$ cat src/rtl/core/edfs_pkg.sv
// edfs_pkg: types, codes and constants shared by the deadline scheduler
// depends on nothing; used by edfs_cell and edf_job_scheduler
package edfs_pkg;

  localparam int unsigned QUEUE_DEPTH = 16;
  localparam int unsigned TIME_W      = 16;
  localparam int unsigned DL_W        = 24;
  localparam int unsigned KIND_W      = 2;
  localparam int unsigned EVENT_W     = 2;
  localparam int unsigned CFG_IDX_W   = 3;

  localparam logic signed [DL_W-1:0] DL_MIN = {1'b1, {(DL_W-1){1'b0}}};

  // command codes
  localparam logic CMD_ARRIVE = 1'b0;
  localparam logic CMD_TICK   = 1'b1;

  // job types
  localparam logic [KIND_W-1:0] KIND_T0      = 2'd0;
  localparam logic [KIND_W-1:0] KIND_T1      = 2'd1;
  localparam logic [KIND_W-1:0] KIND_T2      = 2'd2;
  localparam logic [KIND_W-1:0] KIND_INVALID = 2'd3;

  // event codes
  localparam logic [EVENT_W-1:0] EV_RECEIVE = 2'd0;
  localparam logic [EVENT_W-1:0] EV_FINISH  = 2'd1;
  localparam logic [EVENT_W-1:0] EV_DROP    = 2'd2;

  // register indexes
  localparam logic [CFG_IDX_W-1:0] REG_WORK_T0  = 3'd0;
  localparam logic [CFG_IDX_W-1:0] REG_LIMIT_T0 = 3'd1;
  localparam logic [CFG_IDX_W-1:0] REG_WORK_T1  = 3'd2;
  localparam logic [CFG_IDX_W-1:0] REG_LIMIT_T1 = 3'd3;
  localparam logic [CFG_IDX_W-1:0] REG_WORK_T2  = 3'd4;
  localparam logic [CFG_IDX_W-1:0] REG_LIMIT_T2 = 3'd5;

  // register reset values
  localparam logic [TIME_W-1:0] RST_WORK_T0  = 16'd500;
  localparam logic [TIME_W-1:0] RST_LIMIT_T0 = 16'd2000;
  localparam logic [TIME_W-1:0] RST_WORK_T1  = 16'd1000;
  localparam logic [TIME_W-1:0] RST_LIMIT_T1 = 16'd3000;
  localparam logic [TIME_W-1:0] RST_WORK_T2  = 16'd200;
  localparam logic [TIME_W-1:0] RST_LIMIT_T2 = 16'd300;

  typedef struct packed {
    logic                   valid;
    logic [KIND_W-1:0]      kind;
    logic [TIME_W-1:0]      work;
    logic signed [DL_W-1:0] deadline;
    logic                   started;
  } entry_t;

  // operation broadcast to every cell
  typedef struct packed {
    logic arrive;
    logic tick;
    logic finish;
    logic mark_start;
  } ctl_t;

endpackage

$ cat src/rtl/core/edfs_cell.sv
// edfs_cell: one slot of the sorted job queue
// depends on edfs_pkg; chained by edf_job_scheduler
module edfs_cell (
  input  logic            clk_i,
  input  logic            rst_ni,
  input  edfs_pkg::ctl_t  ctl_i,
  input  logic            head_i,
  input  edfs_pkg::entry_t new_i,
  input  edfs_pkg::entry_t left_i,
  input  logic            left_cond_i,
  input  edfs_pkg::entry_t right_tick_i,
  output edfs_pkg::entry_t entry_o,
  output edfs_pkg::entry_t tick_o,
  output logic            cond_o
);

  edfs_pkg::entry_t ent_q, ent_d;

  // slot is empty or holds a deadline not below the new one
  assign cond_o = !ent_q.valid || (ent_q.deadline >= new_i.deadline);

  // own entry as it looks after one tick
  always_comb begin
    tick_o = ent_q;
    if (ent_q.valid && ent_q.deadline != edfs_pkg::DL_MIN) begin
      tick_o.deadline = ent_q.deadline - edfs_pkg::DL_W'(1);
    end
    if (head_i && ent_q.work != '0) begin
      tick_o.work = ent_q.work - edfs_pkg::TIME_W'(1);
    end
  end

  always_comb begin
    ent_d = ent_q;
    if (ctl_i.arrive) begin
      if (left_cond_i) begin
        ent_d = left_i;
      end else if (cond_o) begin
        ent_d = new_i;
      end
    end else if (ctl_i.tick) begin
      ent_d = ctl_i.finish ? right_tick_i : tick_o;
    end
    if (ctl_i.mark_start && head_i) begin
      ent_d.started = 1'b1;
    end
  end

  always_ff @(posedge clk_i or negedge rst_ni) begin
    if (!rst_ni) begin
      ent_q <= '0;
    end else begin
      ent_q <= ent_d;
    end
  end

  assign entry_o = ent_q;

endmodule

$ cat src/rtl/core/edf_job_scheduler.sv
// edf_job_scheduler: preemptive earliest-deadline-first job queue, top level
// depends on edfs_pkg and edfs_cell
//
// usage
//   command channel: a transaction is taken at a rising edge with start high
//   and busy low; command_i 0 is a job arrival of type job_type_i, 1 is one
//   time tick
//   result channel: each result is shown for exactly one cycle with
//   res_valid_o high; last_o marks the final result of a command
//   config port: cfg_idx_i selects a work or limit register, written with cfg_wdata_i
//   on cfg_we_i high; the user must write only while idle, not enforced by the block
// timing
//   the queue is a row of cells; every cell updates in the edge that takes
//   the command, the next cycle inspects the head cell and registers the
//   first result; a second result (finish then receive) is registered from
//   the ST_SECOND state; busy stays high until the last result of a command
//   is registered, so no new command is taken before then
// reset
//   queue empties, serial counters clear, registers take their defaults
//   results cannot be held off by the receiver; none are buffered
module edf_job_scheduler (
  input  logic                           clk_i,
  input  logic                           rst_ni,
  input  logic                           start,
  output logic                           busy,
  input  logic                           command_i,
  input  logic [edfs_pkg::KIND_W-1:0]    job_type_i,
  output logic                           res_valid_o,
  output logic [edfs_pkg::EVENT_W-1:0]   event_res_o,
  output logic [edfs_pkg::KIND_W-1:0]    job_type_res_o,
  output logic [edfs_pkg::TIME_W-1:0]    serial_o,
  output logic                           last_o,
  input  logic                           cfg_we_i,
  input  logic [edfs_pkg::CFG_IDX_W-1:0] cfg_idx_i,
  input  logic [edfs_pkg::TIME_W-1:0]    cfg_wdata_i
);

  typedef enum logic [1:0] {
    ST_IDLE,
    ST_CHECK,
    ST_SECOND
  } state_e;

  state_e state_q;

  // configuration registers
  logic [edfs_pkg::TIME_W-1:0] work_t0_q, limit_t0_q, work_t1_q, limit_t1_q;
  logic [edfs_pkg::TIME_W-1:0] work_t2_q, limit_t2_q;

  always_ff @(posedge clk_i or negedge rst_ni) begin
    if (!rst_ni) begin
      work_t0_q  <= edfs_pkg::RST_WORK_T0;
      limit_t0_q <= edfs_pkg::RST_LIMIT_T0;
      work_t1_q  <= edfs_pkg::RST_WORK_T1;
      limit_t1_q <= edfs_pkg::RST_LIMIT_T1;
      work_t2_q  <= edfs_pkg::RST_WORK_T2;
      limit_t2_q <= edfs_pkg::RST_LIMIT_T2;
    end else if (cfg_we_i) begin
      case (cfg_idx_i)
        edfs_pkg::REG_WORK_T0:  work_t0_q  <= cfg_wdata_i;
        edfs_pkg::REG_LIMIT_T0: limit_t0_q <= cfg_wdata_i;
        edfs_pkg::REG_WORK_T1:  work_t1_q  <= cfg_wdata_i;
        edfs_pkg::REG_LIMIT_T1: limit_t1_q <= cfg_wdata_i;
        edfs_pkg::REG_WORK_T2:  work_t2_q  <= cfg_wdata_i;
        edfs_pkg::REG_LIMIT_T2: limit_t2_q <= cfg_wdata_i;
        default: ;
      endcase
    end
  end

  // per-type parameters of an arriving job
  logic [edfs_pkg::TIME_W-1:0] new_work, new_limit;
  logic                        type_ok;

  always_comb begin
    new_work  = work_t0_q;
    new_limit = limit_t0_q;
    type_ok   = 1'b1;
    case (job_type_i)
      edfs_pkg::KIND_T0: begin
        new_work  = work_t0_q;
        new_limit = limit_t0_q;
      end
      edfs_pkg::KIND_T1: begin
        new_work  = work_t1_q;
        new_limit = limit_t1_q;
      end
      edfs_pkg::KIND_T2: begin
        new_work  = work_t2_q;
        new_limit = limit_t2_q;
      end
      default: type_ok = 1'b0;
    endcase
  end

  // cell row
  edfs_pkg::entry_t cell_ent  [edfs_pkg::QUEUE_DEPTH];
  edfs_pkg::entry_t cell_tick [edfs_pkg::QUEUE_DEPTH];
  logic             cell_cond [edfs_pkg::QUEUE_DEPTH];
  edfs_pkg::entry_t new_ent;
  edfs_pkg::ctl_t   ctl;

  assign new_ent.valid    = 1'b1;
  assign new_ent.kind     = job_type_i;
  assign new_ent.work     = new_work;
  assign new_ent.deadline = signed'({{(edfs_pkg::DL_W-edfs_pkg::TIME_W){1'b0}}, new_limit});
  assign new_ent.started  = 1'b0;

  edfs_pkg::entry_t head;
  logic             full;
  logic             accept;
  logic             do_arrive, do_drop, do_tick, do_finish;

  assign head   = cell_ent[0];
  assign full   = cell_ent[edfs_pkg::QUEUE_DEPTH-1].valid;
  assign accept = start && !busy;

  assign do_arrive = accept && command_i == edfs_pkg::CMD_ARRIVE && type_ok && !full;
  assign do_drop   = accept && command_i == edfs_pkg::CMD_ARRIVE && type_ok && full;
  assign do_tick   = accept && command_i == edfs_pkg::CMD_TICK && head.valid;
  // head work of 0 or 1 runs out on this tick
  assign do_finish = do_tick && head.work < edfs_pkg::TIME_W'(2);

  // first-time head: only after an arrival or a finish, in the check state that follows
  logic chk_q;
  logic recv;
  assign recv = state_q == ST_CHECK && chk_q && head.valid && !head.started;

  assign ctl.arrive     = do_arrive;
  assign ctl.tick       = do_tick;
  assign ctl.finish     = do_finish;
  assign ctl.mark_start = recv;

  for (genvar i = 0; i < edfs_pkg::QUEUE_DEPTH; i++) begin : g_cell
    edfs_pkg::entry_t left_ent, right_tick;
    logic             left_cond;

    if (i == 0) begin : g_first
      assign left_ent  = '0;
      assign left_cond = 1'b0;
    end else begin : g_inner_l
      assign left_ent  = cell_ent[i-1];
      assign left_cond = cell_cond[i-1];
    end

    if (i == edfs_pkg::QUEUE_DEPTH - 1) begin : g_last
      assign right_tick = '0;
    end else begin : g_inner_r
      assign right_tick = cell_tick[i+1];
    end

    edfs_cell u_cell (
      .clk_i       (clk_i),
      .rst_ni      (rst_ni),
      .ctl_i       (ctl),
      .head_i      (i == 0),
      .new_i       (new_ent),
      .left_i      (left_ent),
      .left_cond_i (left_cond),
      .right_tick_i(right_tick),
      .entry_o     (cell_ent[i]),
      .tick_o      (cell_tick[i]),
      .cond_o      (cell_cond[i])
    );
  end

  // per-type serial counters and their selection
  logic [edfs_pkg::TIME_W-1:0] serial_q [3];
  logic [edfs_pkg::TIME_W-1:0] head_serial_inc;
  logic [edfs_pkg::TIME_W-1:0] fin_serial;

  logic                        drop_q, fin_q;
  logic [edfs_pkg::KIND_W-1:0] kind_q;
  logic [edfs_pkg::TIME_W-1:0] pend_serial_q;
  logic [edfs_pkg::KIND_W-1:0] pend_kind_q;

  always_comb begin
    head_serial_inc = '0;
    case (head.kind)
      edfs_pkg::KIND_T0: head_serial_inc = serial_q[0] + edfs_pkg::TIME_W'(1);
      edfs_pkg::KIND_T1: head_serial_inc = serial_q[1] + edfs_pkg::TIME_W'(1);
      edfs_pkg::KIND_T2: head_serial_inc = serial_q[2] + edfs_pkg::TIME_W'(1);
      default:           head_serial_inc = '0;
    endcase
  end

  always_comb begin
    fin_serial = '0;
    case (kind_q)
      edfs_pkg::KIND_T0: fin_serial = serial_q[0];
      edfs_pkg::KIND_T1: fin_serial = serial_q[1];
      edfs_pkg::KIND_T2: fin_serial = serial_q[2];
      default:           fin_serial = '0;
    endcase
  end

  assign busy = state_q != ST_IDLE;

  // sequencer and registered result port
  always_ff @(posedge clk_i or negedge rst_ni) begin
    if (!rst_ni) begin
      state_q        <= ST_IDLE;
      chk_q          <= 1'b0;
      drop_q         <= 1'b0;
      fin_q          <= 1'b0;
      kind_q         <= '0;
      pend_serial_q  <= '0;
      pend_kind_q    <= '0;
      serial_q[0]    <= '0;
      serial_q[1]    <= '0;
      serial_q[2]    <= '0;
      res_valid_o    <= 1'b0;
      event_res_o    <= edfs_pkg::EV_RECEIVE;
      job_type_res_o <= '0;
      serial_o       <= '0;
      last_o         <= 1'b0;
    end else begin
      res_valid_o <= 1'b0;
      case (state_q)
        ST_IDLE: begin
          if (accept) begin
            state_q <= ST_CHECK;
            chk_q   <= do_arrive || do_finish;
            drop_q  <= do_drop;
            fin_q   <= do_finish;
            kind_q  <= do_drop ? job_type_i : head.kind;
          end
        end
        ST_CHECK: begin
          state_q <= ST_IDLE;
          if (recv) begin
            case (head.kind)
              edfs_pkg::KIND_T0: serial_q[0] <= head_serial_inc;
              edfs_pkg::KIND_T1: serial_q[1] <= head_serial_inc;
              edfs_pkg::KIND_T2: serial_q[2] <= head_serial_inc;
              default: ;
            endcase
          end
          if (drop_q) begin
            res_valid_o    <= 1'b1;
            event_res_o    <= edfs_pkg::EV_DROP;
            job_type_res_o <= kind_q;
            serial_o       <= '0;
            last_o         <= 1'b1;
          end else if (fin_q) begin
            // finish carries the serial before any receive bump
            res_valid_o    <= 1'b1;
            event_res_o    <= edfs_pkg::EV_FINISH;
            job_type_res_o <= kind_q;
            serial_o       <= fin_serial;
            last_o         <= !recv;
            if (recv) begin
              state_q       <= ST_SECOND;
              pend_kind_q   <= head.kind;
              pend_serial_q <= head_serial_inc;
            end
          end else if (recv) begin
            res_valid_o    <= 1'b1;
            event_res_o    <= edfs_pkg::EV_RECEIVE;
            job_type_res_o <= head.kind;
            serial_o       <= head_serial_inc;
            last_o         <= 1'b1;
          end
        end
        ST_SECOND: begin
          state_q        <= ST_IDLE;
          res_valid_o    <= 1'b1;
          event_res_o    <= edfs_pkg::EV_RECEIVE;
          job_type_res_o <= pend_kind_q;
          serial_o       <= pend_serial_q;
          last_o         <= 1'b1;
        end
        default: state_q <= ST_IDLE;
      endcase
    end
  end

`ifndef SYNTHESIS
  // a result without last is always followed by the receive result
  a_second_follows: assert property (@(posedge clk_i) disable iff (!rst_ni)
    res_valid_o && !last_o |=> res_valid_o && event_res_o == edfs_pkg::EV_RECEIVE)
    else $error("missing second result");

  // drops are always the final result; this check does not cover lone receives
  a_drop_last: assert property (@(posedge clk_i) disable iff (!rst_ni)
    res_valid_o && event_res_o == edfs_pkg::EV_DROP |-> last_o)
    else $error("drop result not marked last");

  // an accepted transaction always occupies the block for the check cycle
  a_busy_after_accept: assert property (@(posedge clk_i) disable iff (!rst_ni)
    start && !busy |=> busy)
    else $error("not busy after accepted transaction");

  // queue stays packed: a valid tail slot implies a valid head
  a_packed: assert property (@(posedge clk_i) disable iff (!rst_ni)
    cell_ent[edfs_pkg::QUEUE_DEPTH-1].valid |-> cell_ent[0].valid)
    else $error("queue not packed");
`endif

endmodule
$ cat config.mk
export PLATFORM = sky130hd
export DESIGN_NAME = edf_job_scheduler
export DESIGN_NICKNAME = d
export VERILOG_FILES = /design/src/rtl/core/edfs_pkg.sv /design/src/rtl/core/edfs_cell.sv /design/src/rtl/core/edf_job_scheduler.sv
export SDC_FILE = /design/constraint.sdc
export NUM_CORES = 2
export LEC_CHECK = 0
export ABC_AREA = 1
export BUFFER_PORTS_ARGS = -buffer_cell sky130_fd_sc_hd__buf_2
export CORE_MARGIN = 3
export CORE_UTILIZATION = 40
export CTS_CLUSTER_DIAMETER = 80
export DETAILED_ROUTE_END_ITERATION = 7
export GPL_ROUTABILITY_DRIVEN = 0
export SLEW_MARGIN = 20
export SYNTH_ARGS = -nofsm -noshare
export SYNTH_HDL_FRONTEND = slang
export SYNTH_SLANG_ARGS = --single-unit
$ cat constraint.sdc
create_clock -name clk_i -period 3.3 [get_ports clk_i]
set_input_delay 0.165 -clock clk_i [delete_from_list [all_inputs] [get_ports clk_i]]
set_output_delay 0.165 -clock clk_i [all_outputs]
set_load 0.01 [all_outputs]
-- Yosys cells after proc, flatten, opt, wreduce, memory -nomap -nowiden
Cells that the tools add are included.
- word-level logic and storage cells: 440
- input port bits: 26
- flip-flop bits (word level): 895
- output and inout bits: 23
- mux-type cells: 128
- add/sub/neg operators: 20
- equality and inequality tests: 48
- bitwise logic cells: 2
- reductions and logical operators: 124
- magnitude comparators: 17
- operators with widths (cell ; number):
    $mux W44 ; 79
    $ge A24 B17 Y1 ; 16
    $mux W24 ; 16
    $ne A24 B24 Y1 const B ; 16
    $sub A24 B2 Y24 const B ; 16
    $pmux W16 S2 ; 3
    $pmux W16 S3 ; 2
    $reduce_and A3 Y1 ; 22
    $mux W16 ; 4
    $add A16 B1 Y16 const B ; 3
    $ne A3 B1 Y1 const B ; 16
    $reduce_and A2 Y1 ; 23
    $logic_and A1 B1 Y1 ; 27
    $mux W2 ; 11
    $logic_not A1 Y1 ; 19
    $logic_or A1 B1 Y1 ; 17
    $lt A16 B2 Y1 const B ; 1
    $reduce_bool A16 Y1 ; 1
    $sub A16 B1 Y16 const B ; 1
    $pmux W2 S2 ; 3
    $reduce_bool A3 Y1 ; 4
    $eq A2 B1 Y1 const B ; 4
    $eq A2 B2 Y1 const B ; 4
    $logic_not A2 Y1 ; 4
    other kinds (13) ; 27

-- Logic depth before layout (Yosys ltp)
- depth after elaboration: 10
- mapped depth: 30
- mapped depth without buffers: 24

-- By module
From an unflattened synthesis, not the netlist that was laid out.
- cells, all modules: 13747
- area total of the unflattened synthesis: 86142.6 µm²
- modules (own cells, without submodules) (module ; cells an instance ; sequential area each (µm²) ; times used ; area an instance (µm²)):
    edfs_cell (g_cell[0].u_cell ...) ; 785 ; 1101.1 ; 9 ; 4845.9
    edfs_cell (g_cell[3].u_cell ...) ; 786 ; 1101.1 ; 6 ; 4715.8
    edf_job_scheduler ; 1180 ; 4819.6 ; 1 ; 9484.1
    edfs_cell (g_cell[9].u_cell) ; 786 ; 1101.1 ; 1 ; 4750.8

-- Worst setup path before layout
Ideal clock, no wire load.
- path type: input to register
- from: input job_type_i[0] (netlist bit)
- to: register g_cell[4].u_cell.ent_q, in the netlist g_cell[4].u_cell.entry_o[30]
- buffers on the path: 6
- slack: -0.926 ns
- required time: 3.235 ns
- data arrival time: 4.161 ns
- library setup time: 0.065 ns
- stages: 21
- cell sequence: inv_1 clkbuf_1 ha_1 buf_6 clkbuf_1 a221o_1 o21ai_1 clkbuf_1 ha_1 a21oi_1 o21ai_0 or2_2 nor2_1 nand2_1 nand2_2 nand2_2 buf_4 o21ai_4 buf_4 nand2_1 nand2_1
- cells in the longest elaborated chain, start to end: 7
- elaborated cells on any way between the ends: 20
- classes of those cells: order compare: 2; eq/ne: 3; mux: 6; reduce/logical: 9
- RTL lines (element ; RTL line ; text):
    start, declared ; edf_job_scheduler.sv:27 ; input logic [edfs_pkg::KIND_W-1:0] job_type_i,
    parallel branches: the longest is 7 deep, another holds $ge A24 B17 Y1 ; -- ;
    end signal, assigned ; edfs_cell.sv:53 ; ent_q <= ent_d;
    end, declared ; edfs_cell.sv:17 ; edfs_pkg::entry_t ent_q, ent_d;
Parallel ways; which one is timed is not known. The select of a mux whose other input is x is not followed.
A chain may end at the register's enable or synchronous reset.

-- Final worst setup path
- from: register limit_t1_q[13] (netlist bit)
- to: register g_cell[2].u_cell.ent_q, in the netlist g_cell[2].u_cell.entry_o[27]
- cells in the longest elaborated chain, start to end: 5
- elaborated cells on any way between the ends: 9
- classes of those cells: order compare: 2; eq/ne: 1; mux: 3; reduce/logical: 3
- RTL lines (element ; RTL line ; text):
    start, declared ; edf_job_scheduler.sv:47 ; logic [edfs_pkg::TIME_W-1:0] work_t0_q, limit_t0_q, work_t1_q, limit_t1_q;
    start signal, assigned ; edf_job_scheduler.sv:55 ; limit_t1_q <= edfs_pkg::RST_LIMIT_T1;
    start signal, assigned ; edf_job_scheduler.sv:63 ; edfs_pkg::REG_LIMIT_T1: limit_t1_q <= cfg_wdata_i;
    $pmux W16 S2 (*) ; edf_job_scheduler.sv:79 ; case (job_type_i)
    $ge A24 B17 Y1 ; edfs_cell.sv:20 ; assign cond_o = !ent_q.valid || (ent_q.deadline >= new_i.deadline);
    $logic_or A1 B1 Y1 ; edfs_cell.sv:20 ;
    $ne A3 B1 Y1 (no line) or $mux W44 (tied branches) ; -- ;
    $reduce_and A3 Y1 (no line) or $mux W44 (tied branches) ; -- ;
    end signal, assigned ; edfs_cell.sv:53 ;
    end, declared ; edfs_cell.sv:17 ;
Every way passes the cells marked *; elsewhere a longest branch is shown, timed or not.

==> metrics <==
post-route setup slack=between 0.05 and 0.06 ns; total CTS buffers=between 100 and 150; Worst setup EP type=flop; port bufs=48; Rows=roughly 160; Fmax=308 MHz; P_sw=between 15 and 20 mW; hold_sp=cfg_idx_i[2]; cell area after layout=86,300 µm²; DP Wirelength=roughly 210 mm; final period utilization=98.5%; combinational share of power=39.9%; Skew-Pair Late Insertion Delay=0.76 ns; TritonCTS clock tree=done; core area=approximately 180,000 µm²; Post-Syn Area=between 70,000 and 80,000 µm²; most common cell after layout, fill and taps aside=nand2_1; Hold EP=work_t1_q[9]; final wirelength=~300 mm; setup TNS=0 ns; CP Buf/Inv Count=8; drt wl/cell=20.3 µm; asr flop ratio synth=100%; initial antenna violation count=8; Main synth FF type=dfrtp_1; Syn Inst Count=around 12,000; Worst Reg-to-Reg Cells=22; synthesized flop and latch total=about 900; Setup CP Type=flop to flop; Top delay family on crit path=buffers and inverters; final setup vio count=0; Syn-to-layout area delta=17.8%; chip height=around 430 µm; nature of the critical path startpoint=flop; CP Data Arrival Time=between 3 and 4 ns; initial drt markers=8,965; RSZ-0062 raised after global routing=yes; Starting Density=40.4%; Post-route DRC=0; Root Buffer=clkbuf_16; antenna-violating nets left=0; Fin. Hold Viols=0; critical path fanouts, max=9; Nets=12,511; worst-path cell with the longest stage delay=dfrtp_1; DP Area=80,200 µm²; Top Ports=around 50; layout cells sized above 1=a little under a tenth; Power Dens Cells=a little over 500 nW/µm²; Slew headroom=roughly 28%; clk buf depth=3; switch share=about two fifths; synthesized area per cell=6.09 µm²; vias in the first global route=roughly 76,000; warnings from Yosys=0; FF-to-FF End=g_cell[2].u_cell.entry_o[27]; CTS sink count=a little under 900; FF-to-FF setup slack=approximately 0.05 ns; largest net degree at the start of global routing=around 130; Post-synth EDFFs=0; H-tree levels=3; Worst-path clk slew=roughly 0.060 ns; register area share after synthesis=a little under a third; Yosys cell types=54; r2r startpoint=limit_t1_q[13]; pre-CTS WS=-0.948 ns; Final Skew=about 0.033 ns; Die Area=around 190,000 µm²; critical-path cell list=a221o_1 -> o21ai_4 -> buf_12 -> buf_12 -> buf_12 -> ha_1 -> a21oi_1 -> o21ai_0 -> nor2_1 -> nand2_1 -> inv_1 -> nand2_1 -> nand2_4 -> nand3_4 -> buf_6 -> nor2_4 -> buf_6 -> nor2_4 -> buf_12 -> clkbuf_16 -> nand2_1 -> nand2_1; GRT Total Usage=a little under a third; syn_nets=12,304; first-pass GRT wire length=449 mm; GRT overflow=0; Clk network pwr share=~30%; hold depth=5; Tmin final=approximately 3.2 ns; Slew @ Worst Pin=roughly 1.1 ns; via/cell ratio=5.55; Critical Path RT=3.95 ns; Hold Path Class=input pin to flop; filler cell count=~19,000; Max rail drop VDD=~0.00055 V; status=finished, final reports clean; Seq pwr share=between 20% and 30%; Via Count=~80,000; die width=roughly 430 µm; commonest non-fill, non-tap cells in the layout=5,181 x nand2_1, 1,460 x nand3_1, 1,046 x inv_1; Max Slew Vio Count=0; maxcap violations=0; DR pass1 iterations=8; CP max stage delay=0.39 ns; internal power=25.7 mW; Leak Pwr=47.3 nW
kinds of logic (layout without fill, tap and decap cells):
family	after synthesis	count (layout)	synth area share (%)
xor+xnor	334	334	4.00
buf+inv	1701	1998	9.28
compound gates	1079	1079	8.31
simple gates	7733	7735	43.2
fa+ha+maj	268	268	4.58
flops	895	895	30.7
other cells	0	2	0
per-layer routing:
metal | vias to the layer above | track usage, % | routed length [µm]
met5 | - | 0 | 6
met4 | 2 | 16.7 | 19700
met3 | 947 | 4.36 | 26200
met2 | 4022 | 47.9 | 132000
met1 | 38131 | 39.5 | 120000
li1 | 38424 | - | -
power groups by stage:
stage                     combinational (mW)  clock [mW]  sequential, mW
final                                   17.3        13.2            12.8
after global routing                    18.8        13.8            12.9
after CTS                               16.0        13.4            12.8
after detailed placement                15.9           0            13.0
after global placement                  15.7           0            12.9
after floorplan                         9.81           0            12.7
sequential cells by signal, summed over array words and instances, names as in the netlist:
signal                 count
fin_q                      1
pend_serial_q             16
limit_t2_q                16
event_res_o                2
serial_o                  16
last_o                     1
limit_t0_q                16
work_t0_q                 16
drop_q                     1
work_t1_q                 16
pend_kind_q                2
g_cell.u_cell.entry_o    704
job_type_res_o             2
kind_q                     2
serial_q                  48
work_t2_q                 16
res_valid_o                1
limit_t1_q                16
state_q                    2
chk_q                      1
stage by stage:
stage	hold WS, ns	std cells	util [%]	total power [mW]
after global placement	0.178	14361	44.2	28.6
final	0.0906	14681	47.6	43.4
after global routing	0.0881	14680	47.6	45.6
after CTS	0.0134	14592	46.5	42.2
after floorplan	-0.131	12010	-	22.5
after detailed placement	0.181	14361	44.2	28.9
layout make-up:
class	count	area [µm²]	share of cell area [%]
diodes	2	5.00	0.00580
clock buffers	160	3290	3.81
multi-input cells	9416	44800	51.9
repair buffers	705	8100	9.38
well taps	2370	2970	3.44
flip-flops and latches	895	22400	26.0
clock inverters	46	594	0.689
inverters	1087	4110	4.77
cells in the mapped netlist (81+ instances only):
| master | count | area share [%] |
|---|---|---|
| a21oi_1 | 173 | 1.2 |
| buf_2 | 203 | 1.4 |
| clkbuf_1 | 341 | 1.7 |
| dfrtp_1 | 863 | 30 |
| ha_1 | 268 | 4.6 |
| inv_1 | 1049 | 5.4 |
| nand2_1 | 5196 | 27 |
| nand3_1 | 1463 | 10 |
| nand4_1 | 81 | 0.69 |
| nor2_1 | 827 | 4.2 |
| o21ai_0 | 612 | 4.2 |
| xor2_1 | 318 | 3.8 |
worst register-to-register path, stage by stage, from the launching register on:
cell and delay [ns]:
dfrtp_1 0.39, a221o_1 0.36, o21ai_4 0.09, buf_12 0.18, buf_12 0.15, buf_12 0.15
ha_1 0.24, a21oi_1 0.12, o21ai_0 0.10, nor2_1 0.13, nand2_1 0.07, inv_1 0.05
nand2_1 0.07, nand2_4 0.11, nand3_4 0.09, buf_6 0.14, nor2_4 0.14, buf_6 0.12
nor2_4 0.04, buf_12 0.14, clkbuf_16 0.17, nand2_1 0.07, nand2_1 0.05
worst max path at each step:
stage          cells after the start  slack [ns]            from                            to
2_1_floorplan                     30       -0.20   job_type_i[0]  g_cell[1].u_cell.entry_o[23]
3_3_place_gp                      21       -0.91   job_type_i[0]  g_cell[4].u_cell.entry_o[36]
3_5_place_dp                      21       -0.95   job_type_i[0]  g_cell[4].u_cell.entry_o[36]
4_1_cts                           19        0.03  limit_t1_q[13]  g_cell[1].u_cell.entry_o[19]
5_1_grt                           22       -0.09  limit_t2_q[14]  g_cell[14].u_cell.entry_o[1]
6_report                          22        0.05  limit_t1_q[13]  g_cell[2].u_cell.entry_o[27]
what timing repair did:
item | CTS | global route
hold endpoints to repair | 420 | 0
pin swaps | 0 | 52
hold buffers | 25 | 0
gates cloned | 0 | 24
setup endpoints to repair | 292 | 460
resized for setup | 2 | 118
setup buffers | 0 | 63
No activity file was read; power rests on OpenSTA's default activity.
